[config.mk]
export PLATFORM = sky130hd
export DESIGN_NAME = audio_activity_span_detector
export DESIGN_NICKNAME = d
export VERILOG_FILES = /design/src/rtl/core/aasd_pkg.sv /design/src/rtl/core/aasd_front.sv /design/src/rtl/core/aasd_queue.sv /design/src/rtl/core/aasd_back.sv /design/src/rtl/core/audio_activity_span_detector.sv
export SDC_FILE = /design/constraint.sdc
export NUM_CORES = 2
export LEC_CHECK = 0
export ABC_CLOCK_PERIOD_IN_PS = 12300
export BUFFER_PORTS_ARGS = -buffer_cell sky130_fd_sc_hd__buf_4
export CAP_MARGIN = 20
export CELL_PAD_IN_SITES_DETAIL_PLACEMENT = 2
export CELL_PAD_IN_SITES_GLOBAL_PLACEMENT = 2
export CORE_AREA = 2 2 425 427
export CTS_CLUSTER_DIAMETER = 120
export CTS_CLUSTER_SIZE = 20
export DETAILED_ROUTE_END_ITERATION = 12
export DIE_AREA = 0 0 427 429
export HOLD_SLACK_MARGIN = 0.03
export PLACE_DENSITY_LB_ADDON = 0.08
export SYNTH_ARGS = -nofsm -noshare
export SYNTH_HDL_FRONTEND = slang
export SYNTH_SLANG_ARGS = --single-unit
export TNS_END_PERCENT = 5
[constraint.sdc]
create_clock -name aclk -period 12.3 [get_ports aclk]
set_input_delay 0.615 -clock aclk [delete_from_list [all_inputs] [get_ports aclk]]
set_output_delay 0.615 -clock aclk [all_outputs]
set_load 0.05 [all_outputs]
[src/rtl/core/aasd_pkg.sv]
// ----------------------------------------------------------------------------
// aasd_pkg
// Shared widths, constants and types of the audio activity span detector.
// ----------------------------------------------------------------------------
package aasd_pkg;

    localparam int INDEX_BITS_DEF = 24;
    localparam int SAMPLE_W       = 16;
    localparam int OUT_W          = 25;
    localparam int THR_W          = 31;
    localparam int THR50_W        = THR_W + 6;
    localparam int TERM_W         = 21;   // signed working width of the terms
    localparam int A_W            = 18;
    localparam int B_W            = 18;
    localparam int C_W            = 19;
    localparam int AB_W           = A_W + B_W;
    localparam int AB_HALF        = AB_W / 2;
    localparam int PART_W         = C_W + AB_HALF;
    localparam int PROD_W         = 56;
    localparam int QUEUE_DEPTH    = 4;

    localparam logic [THR50_W-1:0] THR50_RESET = THR50_W'(4096 * 50);

    // magnitudes of the three factors of the activity measure
    typedef struct packed {
        logic [A_W-1:0] a;
        logic [B_W-1:0] b;
        logic [C_W-1:0] c;
    } aasd_terms_t;

    localparam int TERMS_W = $bits(aasd_terms_t);

endpackage

[src/rtl/core/aasd_front.sv]
// ----------------------------------------------------------------------------
// aasd_front
// Accepts samples, keeps the five-sample history and the run index, and forms
// the magnitudes of the three factors of the activity measure.
// ----------------------------------------------------------------------------
module aasd_front
    import aasd_pkg::*;
#(
    parameter int INDEX_BITS = INDEX_BITS_DEF
) (
    input  logic                       aclk,
    input  logic                       aresetn,
    input  logic                       s_valid,
    output logic                       s_ready,
    input  logic signed [SAMPLE_W-1:0] s_sample,
    input  logic                       s_last_sample,
    output logic                       q_valid,
    input  logic                       q_ready,
    output aasd_terms_t                q_terms,
    output logic [INDEX_BITS-1:0]      q_index,
    output logic                       q_last
);

    logic [SAMPLE_W-1:0]   hist_reg [5];
    logic [SAMPLE_W-1:0]   eff [5];
    logic [INDEX_BITS-1:0] count_reg;
    logic [INDEX_BITS-1:0] count_next;
    logic                  accept;

    logic signed [TERM_W-1:0] e [5];
    logic signed [TERM_W-1:0] cur;
    logic signed [TERM_W-1:0] sum4;
    logic signed [TERM_W-1:0] ta;
    logic signed [TERM_W-1:0] tb;
    logic signed [TERM_W-1:0] tc;
    logic [TERM_W-1:0]        ma;
    logic [TERM_W-1:0]        mb;
    logic [TERM_W-1:0]        mc;

    assign s_ready = q_ready;
    assign q_valid = s_valid;
    assign accept  = s_valid && q_ready;

    // first sample of a run preloads the whole history
    always_comb begin
        for (int i = 0; i < 5; i++) begin
            eff[i] = (count_reg == '0) ? s_sample : hist_reg[i];
            e[i]   = {{(TERM_W-SAMPLE_W){eff[i][SAMPLE_W-1]}}, eff[i]};
        end
        cur  = {{(TERM_W-SAMPLE_W){s_sample[SAMPLE_W-1]}}, s_sample};
        sum4 = e[0] + e[1] + e[2] + e[3];
        ta   = (e[4] <<< 1) + (cur <<< 1) - sum4;
        tb   = (e[4] <<< 2) - sum4;
        tc   = (cur <<< 2) + cur - sum4 - e[4];
        ma   = ta[TERM_W-1] ? TERM_W'(-ta) : TERM_W'(ta);
        mb   = tb[TERM_W-1] ? TERM_W'(-tb) : TERM_W'(tb);
        mc   = tc[TERM_W-1] ? TERM_W'(-tc) : TERM_W'(tc);
    end

    assign q_terms.a = ma[A_W-1:0];
    assign q_terms.b = mb[B_W-1:0];
    assign q_terms.c = mc[C_W-1:0];
    assign q_index   = count_reg;
    assign q_last    = s_last_sample;

    always_comb begin
        count_next = count_reg;
        if (accept) begin
            if (s_last_sample) begin
                count_next = '0;
            end else if (count_reg != '1) begin
                count_next = count_reg + 1'b1;
            end
        end
    end

    always_ff @(posedge aclk) begin
        if (!aresetn) begin
            count_reg <= '0;
        end else begin
            count_reg <= count_next;
        end
    end

    always_ff @(posedge aclk) begin
        if (!aresetn) begin
            for (int i = 0; i < 5; i++) begin
                hist_reg[i] <= '0;
            end
        end else if (accept) begin
            for (int i = 0; i < 4; i++) begin
                hist_reg[i] <= eff[i+1];
            end
            hist_reg[4] <= s_sample;
        end
    end

endmodule

[src/rtl/core/aasd_queue.sv]
// ----------------------------------------------------------------------------
// aasd_queue
// Short request queue between the front and back parts.
// ----------------------------------------------------------------------------
module aasd_queue
    import aasd_pkg::*;
#(
    parameter int WIDTH = 8
) (
    input  logic             aclk,
    input  logic             aresetn,
    input  logic             in_valid,
    output logic             in_ready,
    input  logic [WIDTH-1:0] in_data,
    output logic             out_valid,
    input  logic             out_ready,
    output logic [WIDTH-1:0] out_data
);

    localparam int PTR_W = $clog2(QUEUE_DEPTH);
    localparam int CNT_W = $clog2(QUEUE_DEPTH + 1);

    logic [WIDTH-1:0] mem_reg [QUEUE_DEPTH];
    logic [PTR_W-1:0] wr_ptr_reg;
    logic [PTR_W-1:0] rd_ptr_reg;
    logic [CNT_W-1:0] cnt_reg;
    logic [CNT_W-1:0] cnt_next;
    logic             push;
    logic             pop;

    assign in_ready  = cnt_reg != CNT_W'(QUEUE_DEPTH);
    assign out_valid = cnt_reg != '0;
    assign out_data  = mem_reg[rd_ptr_reg];
    assign push      = in_valid && in_ready;
    assign pop       = out_valid && out_ready;

    always_comb begin
        cnt_next = cnt_reg;
        if (push && !pop) begin
            cnt_next = cnt_reg + 1'b1;
        end else if (pop && !push) begin
            cnt_next = cnt_reg - 1'b1;
        end
    end

    always_ff @(posedge aclk) begin
        if (!aresetn) begin
            wr_ptr_reg <= '0;
            rd_ptr_reg <= '0;
            cnt_reg    <= '0;
        end else begin
            cnt_reg <= cnt_next;
            if (push) begin
                wr_ptr_reg <= wr_ptr_reg + 1'b1;
            end
            if (pop) begin
                rd_ptr_reg <= rd_ptr_reg + 1'b1;
            end
        end
    end

    always_ff @(posedge aclk) begin
        if (push) begin
            mem_reg[wr_ptr_reg] <= in_data;
        end
    end

endmodule

[src/rtl/core/aasd_back.sv]
// ----------------------------------------------------------------------------
// aasd_back
// Multiplies out the activity measure, compares it with the threshold and
// tracks the active span; one result per run in the output register.
// ----------------------------------------------------------------------------
module aasd_back
    import aasd_pkg::*;
#(
    parameter int INDEX_BITS = INDEX_BITS_DEF
) (
    input  logic                     aclk,
    input  logic                     aresetn,
    input  logic [THR50_W-1:0]       thr50,
    input  logic                     q_valid,
    output logic                     q_ready,
    input  aasd_terms_t              q_terms,
    input  logic [INDEX_BITS-1:0]    q_index,
    input  logic                     q_last,
    output logic                     m_valid,
    input  logic                     m_ready,
    output logic signed [OUT_W-1:0]  m_start_index,
    output logic signed [OUT_W-1:0]  m_end_index,
    output logic                     m_found
);

    logic                  en;

    // stage 1: a*b
    logic                  s1_v_reg;
    logic [AB_W-1:0]       s1_ab_reg;
    logic [C_W-1:0]        s1_c_reg;
    logic [INDEX_BITS-1:0] s1_idx_reg;
    logic                  s1_last_reg;

    // stage 2: two partial products against c
    logic                  s2_v_reg;
    logic [PART_W-1:0]     s2_lo_reg;
    logic [PART_W-1:0]     s2_hi_reg;
    logic [INDEX_BITS-1:0] s2_idx_reg;
    logic                  s2_last_reg;

    // span tracking
    logic                  any_reg;
    logic [INDEX_BITS-1:0] first_reg;
    logic [INDEX_BITS-1:0] lastidx_reg;

    logic                  m_valid_reg;
    logic [OUT_W-1:0]      start_reg;
    logic [OUT_W-1:0]      end_reg;
    logic                  found_reg;

    logic [PROD_W-1:0]     prod;
    logic                  active;
    logic                  any_eff;
    logic [INDEX_BITS-1:0] first_eff;
    logic [INDEX_BITS-1:0] last_eff;
    logic [INDEX_BITS+OUT_W-1:0] first_wide;
    logic [INDEX_BITS+OUT_W-1:0] last_wide;

    assign en      = !m_valid_reg || m_ready;
    assign q_ready = en;

    assign prod    = (PROD_W'(s2_hi_reg) << AB_HALF) + PROD_W'(s2_lo_reg);
    assign active  = prod > PROD_W'(thr50);
    assign any_eff   = any_reg || active;
    assign first_eff = any_reg ? first_reg : s2_idx_reg;
    assign last_eff  = active ? s2_idx_reg : lastidx_reg;
    // index widened then cut to the output width
    assign first_wide = {{OUT_W{1'b0}}, first_eff};
    assign last_wide  = {{OUT_W{1'b0}}, last_eff};

    always_ff @(posedge aclk) begin
        if (!aresetn) begin
            s1_v_reg    <= 1'b0;
            s2_v_reg    <= 1'b0;
            any_reg     <= 1'b0;
            m_valid_reg <= 1'b0;
        end else if (en) begin
            s1_v_reg    <= q_valid;
            s2_v_reg    <= s1_v_reg;
            m_valid_reg <= s2_v_reg && s2_last_reg;
            if (s2_v_reg) begin
                any_reg <= s2_last_reg ? 1'b0 : any_eff;
            end
        end
    end

    always_ff @(posedge aclk) begin
        if (en) begin
            s1_ab_reg   <= AB_W'(q_terms.a) * AB_W'(q_terms.b);
            s1_c_reg    <= q_terms.c;
            s1_idx_reg  <= q_index;
            s1_last_reg <= q_last;

            s2_lo_reg   <= PART_W'(s1_c_reg) * PART_W'(s1_ab_reg[AB_HALF-1:0]);
            s2_hi_reg   <= PART_W'(s1_c_reg) * PART_W'(s1_ab_reg[AB_W-1:AB_HALF]);
            s2_idx_reg  <= s1_idx_reg;
            s2_last_reg <= s1_last_reg;

            if (s2_v_reg) begin
                first_reg   <= first_eff;
                lastidx_reg <= last_eff;
            end
            if (s2_v_reg && s2_last_reg) begin
                found_reg <= any_eff;
                start_reg <= any_eff ? first_wide[OUT_W-1:0] : '1;
                end_reg   <= any_eff ? last_wide[OUT_W-1:0] : '1;
            end
        end
    end

    assign m_valid       = m_valid_reg;
    assign m_start_index = start_reg;
    assign m_end_index   = end_reg;
    assign m_found       = found_reg;

endmodule

[src/rtl/core/audio_activity_span_detector.sv]
// ----------------------------------------------------------------------------
// audio_activity_span_detector
// Finds the first and last sample of a run whose activity measure exceeds 50
// times the programmed threshold.
// ----------------------------------------------------------------------------
// Samples are taken one per cycle. The front part keeps the history and the
// run index and forms the three factors of the measure; a four-entry queue
// hands them to a three-stage back end (a*b, two partial products, sum and
// compare against 50 x threshold), so a sustained rate of one sample per
// clock holds while results are taken. A run's result passes the queue, the
// back-end stages and the output register after its last sample is accepted,
// later only while an earlier result still waits unread in the output
// register; while it waits the back end holds and the queue fills, after
// which s_ready drops. The threshold should be written only with the block
// idle; it takes effect from the next cycle. No clearing pass after reset.
module audio_activity_span_detector
    import aasd_pkg::*;
#(
    parameter int INDEX_BITS = INDEX_BITS_DEF
) (
    input  logic                       aclk,
    input  logic                       aresetn,
    input  logic                       cfg_valid,
    output logic                       cfg_ready,
    input  logic [THR_W-1:0]           cfg_activity_threshold,
    input  logic                       s_valid,
    output logic                       s_ready,
    input  logic signed [SAMPLE_W-1:0] s_sample,
    input  logic                       s_last_sample,
    output logic                       m_valid,
    input  logic                       m_ready,
    output logic signed [OUT_W-1:0]    m_start_index,
    output logic signed [OUT_W-1:0]    m_end_index,
    output logic                       m_found
);

    localparam int ENTRY_W = 1 + INDEX_BITS + TERMS_W;

    logic [THR50_W-1:0]    thr50_reg;
    logic [THR50_W-1:0]    thr50_next;
    logic [THR50_W-1:0]    thr_ext;

    logic                  fq_valid;
    logic                  fq_ready;
    aasd_terms_t           fq_terms;
    logic [INDEX_BITS-1:0] fq_index;
    logic                  fq_last;
    logic                  qb_valid;
    logic                  qb_ready;
    logic [ENTRY_W-1:0]    qb_data;
    aasd_terms_t           qb_terms;

    // threshold kept pre-scaled by 50 = 32 + 16 + 2
    assign cfg_ready  = 1'b1;
    assign thr_ext    = THR50_W'(cfg_activity_threshold);
    assign thr50_next = (thr_ext << 5) + (thr_ext << 4) + (thr_ext << 1);

    always_ff @(posedge aclk) begin
        if (!aresetn) begin
            thr50_reg <= THR50_RESET;
        end else if (cfg_valid && cfg_ready) begin
            thr50_reg <= thr50_next;
        end
    end

    aasd_front #(
        .INDEX_BITS (INDEX_BITS)
    ) u_front (
        .aclk          (aclk),
        .aresetn       (aresetn),
        .s_valid       (s_valid),
        .s_ready       (s_ready),
        .s_sample      (s_sample),
        .s_last_sample (s_last_sample),
        .q_valid       (fq_valid),
        .q_ready       (fq_ready),
        .q_terms       (fq_terms),
        .q_index       (fq_index),
        .q_last        (fq_last)
    );

    aasd_queue #(
        .WIDTH (ENTRY_W)
    ) u_queue (
        .aclk      (aclk),
        .aresetn   (aresetn),
        .in_valid  (fq_valid),
        .in_ready  (fq_ready),
        .in_data   ({fq_last, fq_index, fq_terms}),
        .out_valid (qb_valid),
        .out_ready (qb_ready),
        .out_data  (qb_data)
    );

    assign qb_terms = qb_data[TERMS_W-1:0];

    aasd_back #(
        .INDEX_BITS (INDEX_BITS)
    ) u_back (
        .aclk          (aclk),
        .aresetn       (aresetn),
        .thr50         (thr50_reg),
        .q_valid       (qb_valid),
        .q_ready       (qb_ready),
        .q_terms       (qb_terms),
        .q_index       (qb_data[TERMS_W+INDEX_BITS-1:TERMS_W]),
        .q_last        (qb_data[ENTRY_W-1]),
        .m_valid       (m_valid),
        .m_ready       (m_ready),
        .m_start_index (m_start_index),
        .m_end_index   (m_end_index),
        .m_found       (m_found)
    );

    // no active sample: both indices read -1
    assert property (@(posedge aclk) disable iff (!aresetn)
        m_valid && !m_found |-> (m_start_index == '1) && (m_end_index == '1))
        else $error("empty span without -1 indices");

    // narrow index: a found span never carries a negative index
    assert property (@(posedge aclk) disable iff (!aresetn)
        m_valid && m_found && (INDEX_BITS < OUT_W)
        |-> !m_start_index[OUT_W-1] && !m_end_index[OUT_W-1])
        else $error("found span with negative index");

    // threshold write lands scaled by 50
    assert property (@(posedge aclk) disable iff (!aresetn)
        cfg_valid && cfg_ready
        |=> thr50_reg == THR50_W'(50) * THR50_W'($past(cfg_activity_threshold)))
        else $error("threshold scaling wrong");

endmodule

[Word-level counts from Yosys, hierarchy flattened]
Memory sizes are Yosys's and may differ from the RTL's. A register that Yosys moved wholly into a read port is not among the register bits.
Cells that the tools add are included.
Word-level totals
  bits in latches: 0
  ROM bits: 0
  output and inout port bits: 54
  bits in writable memories: 400
  memories kept: 2
  input port bits: 53
  bits in registers: 350
Memory list
  u_queue.mem_reg: depth 4, bits a word 80, read ports 1, clocked after Yosys merged registers in 1, wr ports 1, RTL line aasd_queue.sv:23  | logic [WIDTH-1:0] mem_reg [QUEUE_DEPTH];
  u_front.hist_reg: depth 5, bits a word 16, read ports 5, clocked after Yosys merged registers in 0, wr ports 5, RTL line aasd_front.sv:24  | logic [SAMPLE_W-1:0] hist_reg [5];
Cells by class
  bitwise gates (word level): 5
  multiplexer cells: 29
  equal/unequal tests: 2
  reductions and logical operators: 17
  multipliers: 3
  divide/modulo/power cells: 0
  magnitude comparators: 1
  add/subtract/negate cells: 20
  shift-type cells: 0
Operators with widths (count)
  16-bit 2-to-1 mux: 10
  24-bit 2-to-1 mux: 4
  19-bit by 18-bit multiplier with 37-bit output: 2
  55-bit by 37-bit adder with 56-bit output: 1
  56-bit by 37-bit > comparator with 1-bit output: 1
  25-bit 2-to-1 mux: 2
  18-bit by 21-bit subtractor with 21-bit output: 2
  36-bit by 35-bit adder with 37-bit output: 1
  37-bit by 32-bit adder with 37-bit output: 1
  18-bit by 18-bit multiplier with 36-bit output: 1
  18-bit 2-to-1 mux: 2
  18-bit negator: 2
  24-bit by 1-bit adder with 24-bit output, second input constant: 1
  24-bit zero test: 1
  24-bit inequality test, second input constant: 1
  21-bit by 16-bit adder with 21-bit output: 1
  21-bit by 16-bit subtractor with 21-bit output: 1
  21-bit subtractor: 1
  18-bit by 16-bit adder with 19-bit output: 1
  19-bit 2-to-1 mux: 1
  19-bit negator: 1
  17-bit by 16-bit adder with 18-bit output: 1
  17-bit by 17-bit adder with 18-bit output: 1
  16-bit by 16-bit adder with 17-bit output: 1
  14 further kinds: 36

[Logic depth before layout (Yosys ltp)]
  word-level depth: 9
  depth in mapped cells: 42
  depth with buffers taken out: 37

[Cells and area by module]
A second synthesis with hierarchy kept.
Second synthesis, totals
  cells, all modules: 6744
  area total of the unflattened synthesis: 72094.1 um^2
Modules (own cells, without submodules)
  aasd_back: instances 1, area each 44662.8 um^2, cells an instance 4571, sequential area each 8398.1 um^2
  aasd_queue: instances 1, area each 12105.4 um^2, cells an instance 466, sequential area each 9789.4 um^2
  aasd_front: instances 1, area each 11634.9 um^2, cells an instance 1309, sequential area each 2882.8 um^2
  audio_activity_span_detector: instances 1, area each 3691.0 um^2, cells an instance 398, sequential area each 720.7 um^2

[Least setup slack after synthesis]
Ideal clock, no wire load.
  path type: register -> register
  from: register u_front.count_reg[14] (netlist: u_front.q_index[14])
  to: memory u_queue.mem_reg[0][53] in the netlist's numbering, data pin
  cell stages (with the launch flop): 41
  arrival: 9017 ps
  buffers on the path: 5
  setup time: 276 ps
  required time: 12024 ps
  path slack: 3007 ps
  period minus slack after synthesis: 9293 ps
  path through: dfxtp_1 > nor4_1 > nand2_1 > nor3_1 > clkbuf_1 > buf_1 > clkbuf_1 > mux2i_1 > fa_1 > inv_1 > ha_1 > fa_1 > a21o_1 > a21oi_1 > o21bai_1 > a21oi_1 > o21bai_1 > a21oi_1 > [... 5 more ...] > ha_1 > clkbuf_1 > nand3_1 > a2111oi_0 > o31ai_1 > a21boi_1 > inv_1 > fa_1 > inv_1 > ha_1 > a21o_1 > a21oi_1 > o21ai_0 > xor2_1 > xor2_1 > clkbuf_1 > o21ai_0 > xnor2_1
RTL lines
  start: declaration: RTL line aasd_front.sv:26  | logic [INDEX_BITS-1:0] count_reg;
  start signal: assignment: RTL line aasd_front.sv:81  | count_reg <= count_next;
  end: declaration: RTL line aasd_queue.sv:23

==> results.toml <==
[grt]
grt.total_usage = 0.226
grt_max_degree = 95
antenna_found_initial = 4
grt_pass1_wl_um = 322000
grt_pass1_vias = 55200
grt_remaining_overflow = 0

[cts]
cts_setup_buffers = 0
insertion_delay_ps = 670
cts.path.max_buffers = 3
path_clk_slew_ps = 90
htreeDepth = 2
cts_tree = "built"
cts.sinks = 746
cts_root_buf = "clkbuf_16"
numCtsBuffers = 48
cts_hold_buf = 0
cts_resized = 0

[critical_path]
worst-path-stages = 36
cp_max_fo = 94
crit_end = "u_queue.mem_reg[0][53]"
cp-start-kind = "flip-flop"
critPathKind = "reg2reg"
cpPeakStageDelay_ps = 840
timing.rr.start = "u_front.q_index[21]"
required_ps = 12750
worst-path-buf-inv = 4
rrSetupSlack_ps = 1440
cp.arrival_ps = 11320
cp_top_family = "compound AO/OA/AOI/OAI gates"
cp_slowest_cell = "xor2_2"
cpMostUsedCell = "a21oi_1"
worst_r2r_path_depth = 36
crit_start = "u_front.q_index[21]"
reg2reg_to = "u_queue.mem_reg[0][53]"
endpoint_kind = "flip-flop"

[synth]
ys_async_sr_fraction = 0
syn_inst = 6660
synth_edf_count = 673
synthFlopType = "edfxtp_1"
syn_avg_cell_area_um2 = 10.7
yosysSeqAreaShare = 0.305
synth_top_area_share = 0.285
synth_area_um2 = 70900
yosysWarnings = 0
synth_nets = 8145
yosys-top-cells-count = "inv_1, fa_1, nand2_1"
synth.distinct_cells = 88
yosys_register_bits = 746
synth.area.top_cells = "edfxtp_1, fa_1, ha_1, inv_1, nand2_1"
synth_area_leader_cell = "edfxtp_1"
yosysMostFrequentCell = "inv_1"

[placed_design]
io_buffers = 105
place_hpwl_um = 157000
pre_cts_slack_ps = 1280
gp_congestion = 0.805

[die]
rows = 155
io-pin-count = 107
die_area_um2 = 183000
fp.dieW_um = 427
chipHeight_um = 429
core_area_um2 = 178000
start_util = 0.398

[timing]
setup-tns-final_ps = 0
fin_crit_ps = 10860
holdWs_ps = 209
fin_ws_ps = 1440
slew_viol_final = 0
worst_pin_slew_ps = 1050
hold_viol = 0
fmax_mhz = 92.1
fin_crit_sh = 0.883
fin_skew_ps = 28.5
slew_headroom = 0.302
setup-violations-final = 0
rsz0062_at_grt = "no"

[drt]
viasPerCell = 5.25
drt_iter0_markers = 1601
ant_nets = 0
vias = 47300
routedWlPerCell_um = 22.6
drc = 0
dr.pass1.iters = 5
wirelength_um = 204000

[layout]
final_util = 0.426
drive_above_1_share = 0.0659
seqCellArea_um2 = 21700
largest_reg_flops = 316
areaGrowthSynthToFinish_pct = 6.84
layout.nets = 8111
multiInputGateArea_um2 = 44000
fill_cells = 18700

[worst_hold_path]
hold_class = "in2reg"

[job]
cap_violations = 0

[status]
status = "finished clean"
-- cells by family (layout without fill, tap and decap cells) --
kind of cell | Yosys count | count (layout) | synth area share
compound gates | 711 | 711 | 0.0647
xor+xnor | 295 | 295 | 0.0366
fa+ha+maj | 1432 | 1432 | 0.346
buf+inv | 1396 | 1395 | 0.0750
flops | 746 | 746 | 0.305
mux | 232 | 232 | 0.0480
other cells | 1 | 2 | 0.0000529
simple gates | 1847 | 1847 | 0.124
-- worst reg2reg max path: cells and delay by family (launching register included) --
kind,cells,cell delay [ps]
AO/OA/AOI/OAI,17,4360
adder cells (fa/ha/maj),6,2480
XOR/XNOR,3,1460
multiplexers,1,280
flip-flops,1,400
AND/OR/NAND/NOR,5,1050
buffers and inverters,4,680
-- placed cells by master, fill, tap and decap left out, drive strengths merged, types with 8 or more instances in the layout --
cell    Yosys  routed
inv      1129    1137
fa        887     887
nand2     869     869
edfxtp    673     673
ha        545     545
and2      323     323
nor2      235     235
xnor2     200     200
buf        51     182
a21oi     179     179
o21ai     166     166
a21o      128     128
xor2       94      94
mux2       87      87
nor2b      79      79
nand2b     76      76
mux2i      73      73
dfxtp      73      73
mux4       72      72
clkbuf    215      71
nand3      55      55
o21a       46      46
nor3       46      46
and3       38      38
o21bai     31      31
nand4      29      29
a211oi     23      23
a31oi      21      21
or3        18      18
o211ai     16      16
nand3b     16      16
nor4       15      15
o31ai      14      14
a21boi     12      12
or2        12      12
nand4b      8       8
-- worst min path at each step --
stage / from / to / slack (ps) / cells past startpoint
after CTS: s_last_sample / u_queue.mem_reg[3][79] / 160 / 1
after global routing: s_last_sample / u_queue.mem_reg[3][79] / 170 / 1
after global placement: u_back.s1_idx_reg[23] / u_back.s2_idx_reg[23] / 400 / 0
after floorplan: u_back.s1_idx_reg[0] / u_back.s2_idx_reg[0] / 400 / 0
after detailed placement: u_back.s1_idx_reg[3] / u_back.s2_idx_reg[3] / 410 / 0
final: s_last_sample / u_queue.mem_reg[1][79] / 210 / 1
-- area by class of cell --
type | instances | area share
antenna | 1 | 0.0000330
clock buffer | 71 | 0.0177
clock inverter | 12 | 0.00223
inverter | 1130 | 0.0560
multi-input combinational | 4518 | 0.581
sequential | 746 | 0.286
tap | 2355 | 0.0389
timing repair buffer | 182 | 0.0186
-- metrics by stage --
step                instances  instance area (µm²)
finish                   9015                75800
floorplan                6660                70900
global route             9015                75800
CTS                      9011                75700
global placement         8927                74200
detailed placement       8928                74200
-- per-layer routing --
layer / vias up / share of wire / GRT usage
met5: - / 0.000064 / 0
met2: 399 / 0.54 / 0.431
met3: 170 / 0.017 / 0.0132
met1: 25300 / 0.42 / 0.279
li1: 21500 / - / -
met4: 2 / 0.020 / 0.0464
Power is not shown: default switching activity piles up to over one toggle a cycle in this logic, so the estimate is an artifact.
